## config.mk

```make
export PLATFORM = sky130hd
export DESIGN_NAME = fca_hash
export DESIGN_NICKNAME = d
export VERILOG_FILES = /design/src/rtl/fca_pkg.sv /design/src/rtl/fca_hash.sv
export SDC_FILE = /design/constraint.sdc
export NUM_CORES = 1
export LEC_CHECK = 0
export ABC_CLOCK_PERIOD_IN_PS = 10350
export BUFFER_PORTS_ARGS = -buffer_cell sky130_fd_sc_hd__buf_2
export CAP_MARGIN = 20
export CORE_AREA = 2 2 118 120
export DETAILED_ROUTE_END_ITERATION = 10
export DIE_AREA = 0 0 120 122
export MAX_ROUTING_LAYER = met4
export PLACE_DENSITY = 0.9
export SYNTH_ARGS = -nofsm -noshare
export SYNTH_HDL_FRONTEND = slang
export SYNTH_SLANG_ARGS = --single-unit
```

## constraint.sdc

```tcl
create_clock -name clk -period 10.35 [get_ports clk]
set_input_delay 0 -clock clk [delete_from_list [all_inputs] [get_ports clk]]
set_output_delay 0 -clock clk [all_outputs]
set_load 0.005 [all_outputs]
```

## src/rtl/fca_pkg.sv

```systemverilog
// Shared types and constants for the flow cache accounting block.
package fca_pkg;
  localparam int TABLE_ENTRIES = 256;
  localparam int PROBE_WINDOW  = 8;

  localparam logic [31:0] HASH_BASIS = 32'd2166136261;
  localparam logic [31:0] HASH_PRIME = 32'd16777619;
  localparam logic [5:0]  FLAG_BITS  = 6'h3F;

  localparam logic [2:0] KIND_IGNORED = 3'd0;
  localparam logic [2:0] KIND_HIT     = 3'd1;
  localparam logic [2:0] KIND_NEW     = 3'd2;
  localparam logic [2:0] KIND_EVICT   = 3'd3;
  localparam logic [2:0] KIND_KEEP    = 3'd4;
  localparam logic [2:0] KIND_EXPORT  = 3'd5;

  localparam logic [1:0] REG_DIR_MASK = 2'd0;
  localparam logic [1:0] REG_IDLE     = 2'd1;
  localparam logic [1:0] REG_ACTIVE   = 2'd2;

  localparam logic FUNC_PACKET = 1'b0;
  localparam logic FUNC_SWEEP  = 1'b1;

  typedef struct packed {
    logic        func;
    logic [1:0]  direction;
    logic [31:0] src_ip;
    logic [31:0] dst_ip;
    logic [15:0] sport;
    logic [15:0] dport;
    logic [7:0]  proto;
    logic [7:0]  raw_tcp_flags;
    logic [15:0] frame_len;
    logic [31:0] now_ms;
    logic [7:0]  slot;
  } req_t;

  typedef struct packed {
    logic [2:0]  kind;
    logic [7:0]  entry;
    logic [31:0] flow_src_ip;
    logic [31:0] flow_dst_ip;
    logic [15:0] flow_sport;
    logic [15:0] flow_dport;
    logic [7:0]  flow_proto;
    logic [5:0]  flow_flags;
    logic [31:0] pkt_count;
    logic [31:0] byte_count;
    logic [31:0] first_seen;
    logic [31:0] last_seen;
  } rsp_t;

  typedef struct packed {
    logic [31:0] src;
    logic [31:0] dst;
    logic [31:0] ports;
    logic [7:0]  proto;
    logic [31:0] packets;
    logic [31:0] octets;
    logic [31:0] start;
    logic [31:0] recent;
    logic [5:0]  flags;
  } flow_t;
endpackage

```

## src/rtl/fca_hash.sv

```systemverilog
// Byte-serial FNV-1a hash unit over the 13-byte flow key.
module fca_hash (
  input  logic        clk,
  input  logic        rst_n,
  input  logic        start,
  input  logic [103:0] key,
  output logic        done,
  output logic [31:0] hash
);
  import fca_pkg::*;
  logic [3:0]  cnt_r, cnt_nxt;
  logic        busy_r, busy_nxt;
  logic [31:0] h_r, h_nxt;
  logic [7:0]  b;
  logic [31:0] prod;

  assign b = key[cnt_r*8 +: 8];
  assign prod = (h_r ^ {24'd0, b}) * HASH_PRIME;

  always_comb begin
    cnt_nxt = cnt_r;
    busy_nxt = busy_r;
    h_nxt = h_r;
    if (start) begin
      cnt_nxt = 4'd0;
      busy_nxt = 1'b1;
      h_nxt = HASH_BASIS;
    end else if (busy_r) begin
      h_nxt = prod;
      cnt_nxt = cnt_r + 4'd1;
      if (cnt_r == 4'd12) busy_nxt = 1'b0;
    end
  end

  always_ff @(posedge clk) begin
    if (!rst_n) begin
      busy_r <= 1'b0;
      cnt_r <= 4'd0;
    end else begin
      busy_r <= busy_nxt;
      cnt_r <= cnt_nxt;
    end
    h_r <= h_nxt;
  end

  assign done = !busy_r && !start;
  assign hash = h_r;
endmodule

```

==> summary.md <==
| Metric | Value |
|---|---|
| Run status | complete, no violations |
| Largest net degree at the start of global routing | 42 |
| Clk root buf | clkbuf_16 |
| Vias/cell | 5.944 |
| Crit path DAT | 8.02 ns |
| Vias in the first global route | between 6,000 and 7,000 |
| Post-Syn Nets | 1,173 |
| Worst path slowest cell | dfxtp_2 |
| Netlist cell types | 57 |
| Fillers | 1,029 |
| Setup bufs post-CTS | 0 |
| Clock Sinks | 37 |
| Cts bufs inserted | 5 |
| Worst setup path category | reg2reg |
| Yosys top cell by area | ha_1 |
| Prevailing post-synth register cell | dfxtp_1 |
| Top cells by area, synth | ha_1, fa_1, dfxtp_1, inv_1, mux4_2 |
| Die W | 120 µm |
| Remaining Overflow, GRT | 0 |
| Core area | 13,500 µm² |
| Metal3 WL | roughly 2000 µm |
| Register area share after synthesis | 9.535% |
| Period minus WS final | 7.811 ns |
| IO buf count | 139 |
| Buffers & Inverters on Critical Path | 3 |
| Slew @ Worst Pin | 0.9908 ns |
| Fmax achieved | ~130 MHz |
| Share of layout cells above drive strength 1 | roughly 20% |
| Total Die Area | 14,640 µm² |
| Commonest cells post-synth | ha_1, inv_1, fa_1 |
| Setup TNS | 0 ns |
| Tcrit/Tclk final | 75.47% |
| Rows | 43 |
| EDFF count, synth | 0 |
| DRT Pass-1 Iters | 5 |
| Final setup violation count | 0 |
| CP endpoint kind | flip-flop |
| First-pass GRT wire length | 33,630 µm |
| Final WL | 22,140 µm |
| CP most frequent cell | ha_1 |
| Number of gates resized after cts | 0 |
| HPWL after detailed placement | 17,280 µm |
| Die Y | 122 µm |
| Post-synth top area share | 30.12% |
| Most frequent cell after synthesis | ha_1 |
| Initial Util | 57.53% |
| Placed cells | around 1,100 |
| NumNets Final | 1,303 |
| Io pins | between 100 and 150 |
| Clock latency on the worst-skew pair | 0.30 ns |
| Antenna violations before repair | 0 |
| Worst endpoint required time | 10.56 ns |
| GP Congestion | 0.9769 |
| Clock Path Buffers | 2 |
| Critical Path Max Stage Delay | 0.91 ns |
| Setup crit start kind | flip-flop |
| DRC marker count from the first detailed-route iteration | 595 |
| Cts-stage hold buffer count | 1 |
| Area grow syn2layout | 13.03% |
| Syn_area_per_cell | 9.651 µm² |
| Top delay family on crit path | adder cells |
| Final hold vios | 0 |
| M1 WL | slightly above 8000 µm |
| Min-delay worst type | in2reg |
| Final Skew | 0.006811 ns |
| Syn Inst Count | around 810 |
| Crit path max fanout | 29 |
| Max layer used | met4 |
| Max-cap viol count | 0 |
| Routed wl met2 | 10,940 µm |
| CTS tree | done |
| Mapped Area | between 7000 and 8000 µm² |
| Diode count | 0 |
| CP Cell Sequence | mux4_2 > a221oi_1 > a31oi_1 > xnor2_1 > inv_1 > ha_1 > ha_1 > fa_1 > ha_1 > fa_1 > ha_1 > inv_1 > fa_1 > inv_1 > ha_1 > a21o_1 > a21o_1 > a21oi_2 > a211oi_1 > or4_1 > a221o_1 > o311a_1 > a211oi_1 |
| Final Util | 65.02% |
| Post-Layout Cell Count | roughly 1,100 |
| Via Count | 6,628 |
| Synth Warn # | 0 |
| DRC viols | 0 |
| Post-synth ARST share | 0% |
| Mean routed wirelength per cell | between 15 and 20 µm |
| GR Util All Layers | 30.66% |
| Slew Viols, Final | 0 |
| Clock transition at path regs | ~0.060 ns |
| RSZ-0062 raised after global routing | no |
| Antenna Nets Post-Route | 0 |
| CTS H-tree lvls | 2 |
| Slew margin rel. | approximately 34% |
| Yosys reg bits | 37 |
## final cells by class
class                   count  area (µm²)  area share [%]
clock buffers               7       142.6           1.624
inverters                 176       660.6           7.524
multi-input cells         574        6276           71.47
flip-flops and latches     37       743.2           8.464
well taps                 180       225.2           2.565
repair buffers            141       733.2           8.350
## layer usage
metal	vias up	track usage, %
met3	93	5.993
met4	0	10.59
met5	-	-
li1	2988	-
met2	351	51.38
met1	3196	37.10
## placed cells by master, fill, tap and decap left out, drive strengths merged, types with 24 or more instances in the layout
master and n:
nor2 35, buf 140, ha 187, dfxtp 37, inv 174, nand2 35, xnor2 32, fa 74
mux4 24, a21oi 25
## flip-flops by register name (all words and copies together) (netlist names)
register and count:
hash 32, cnt_r 4, busy_r 1
## final timing paths
check             startpoint        to  slack, ns  depth (start not counted)
hold reg to reg     hash[28]  hash[28]       0.54                          2
setup / recovery    cnt_r[0]  hash[31]       2.54                         23
setup reg to reg    cnt_r[0]  hash[31]       2.54                         23
hold / removal         start   hash[3]       0.25                          2
## cell families (layout without fill, tap and decap cells)
kind of cell | count (synthesis) | after routing | synth area share, %
AO/OA/AOI/OAI | 115 | 115 | 10.55
XOR/XNOR | 53 | 53 | 5.975
adder cells (fa/ha/maj) | 261 | 261 | 49.19
buffers and inverters | 194 | 324 | 9.680
flip-flops | 37 | 37 | 9.535
multiplexers | 36 | 36 | 8.504
AND/OR/NAND/NOR | 109 | 109 | 6.571
## stage by stage
step | hold slack [ns] | cell area, µm² | setup slack (ns)
floorplan | 0.1175 | 7769 | 3.180
global placement | 0.2182 | 8601 | 2.837
detailed placement | 0.2317 | 8601 | 2.629
CTS | 0.2559 | 8753 | 2.570
global route | 0.2755 | 8781 | 2.134
finish | 0.2521 | 8781 | 2.539
Power is left out: the tool's default activity adds up to more than one toggle a clock period on the data nets, which glitch-free logic cannot reach.
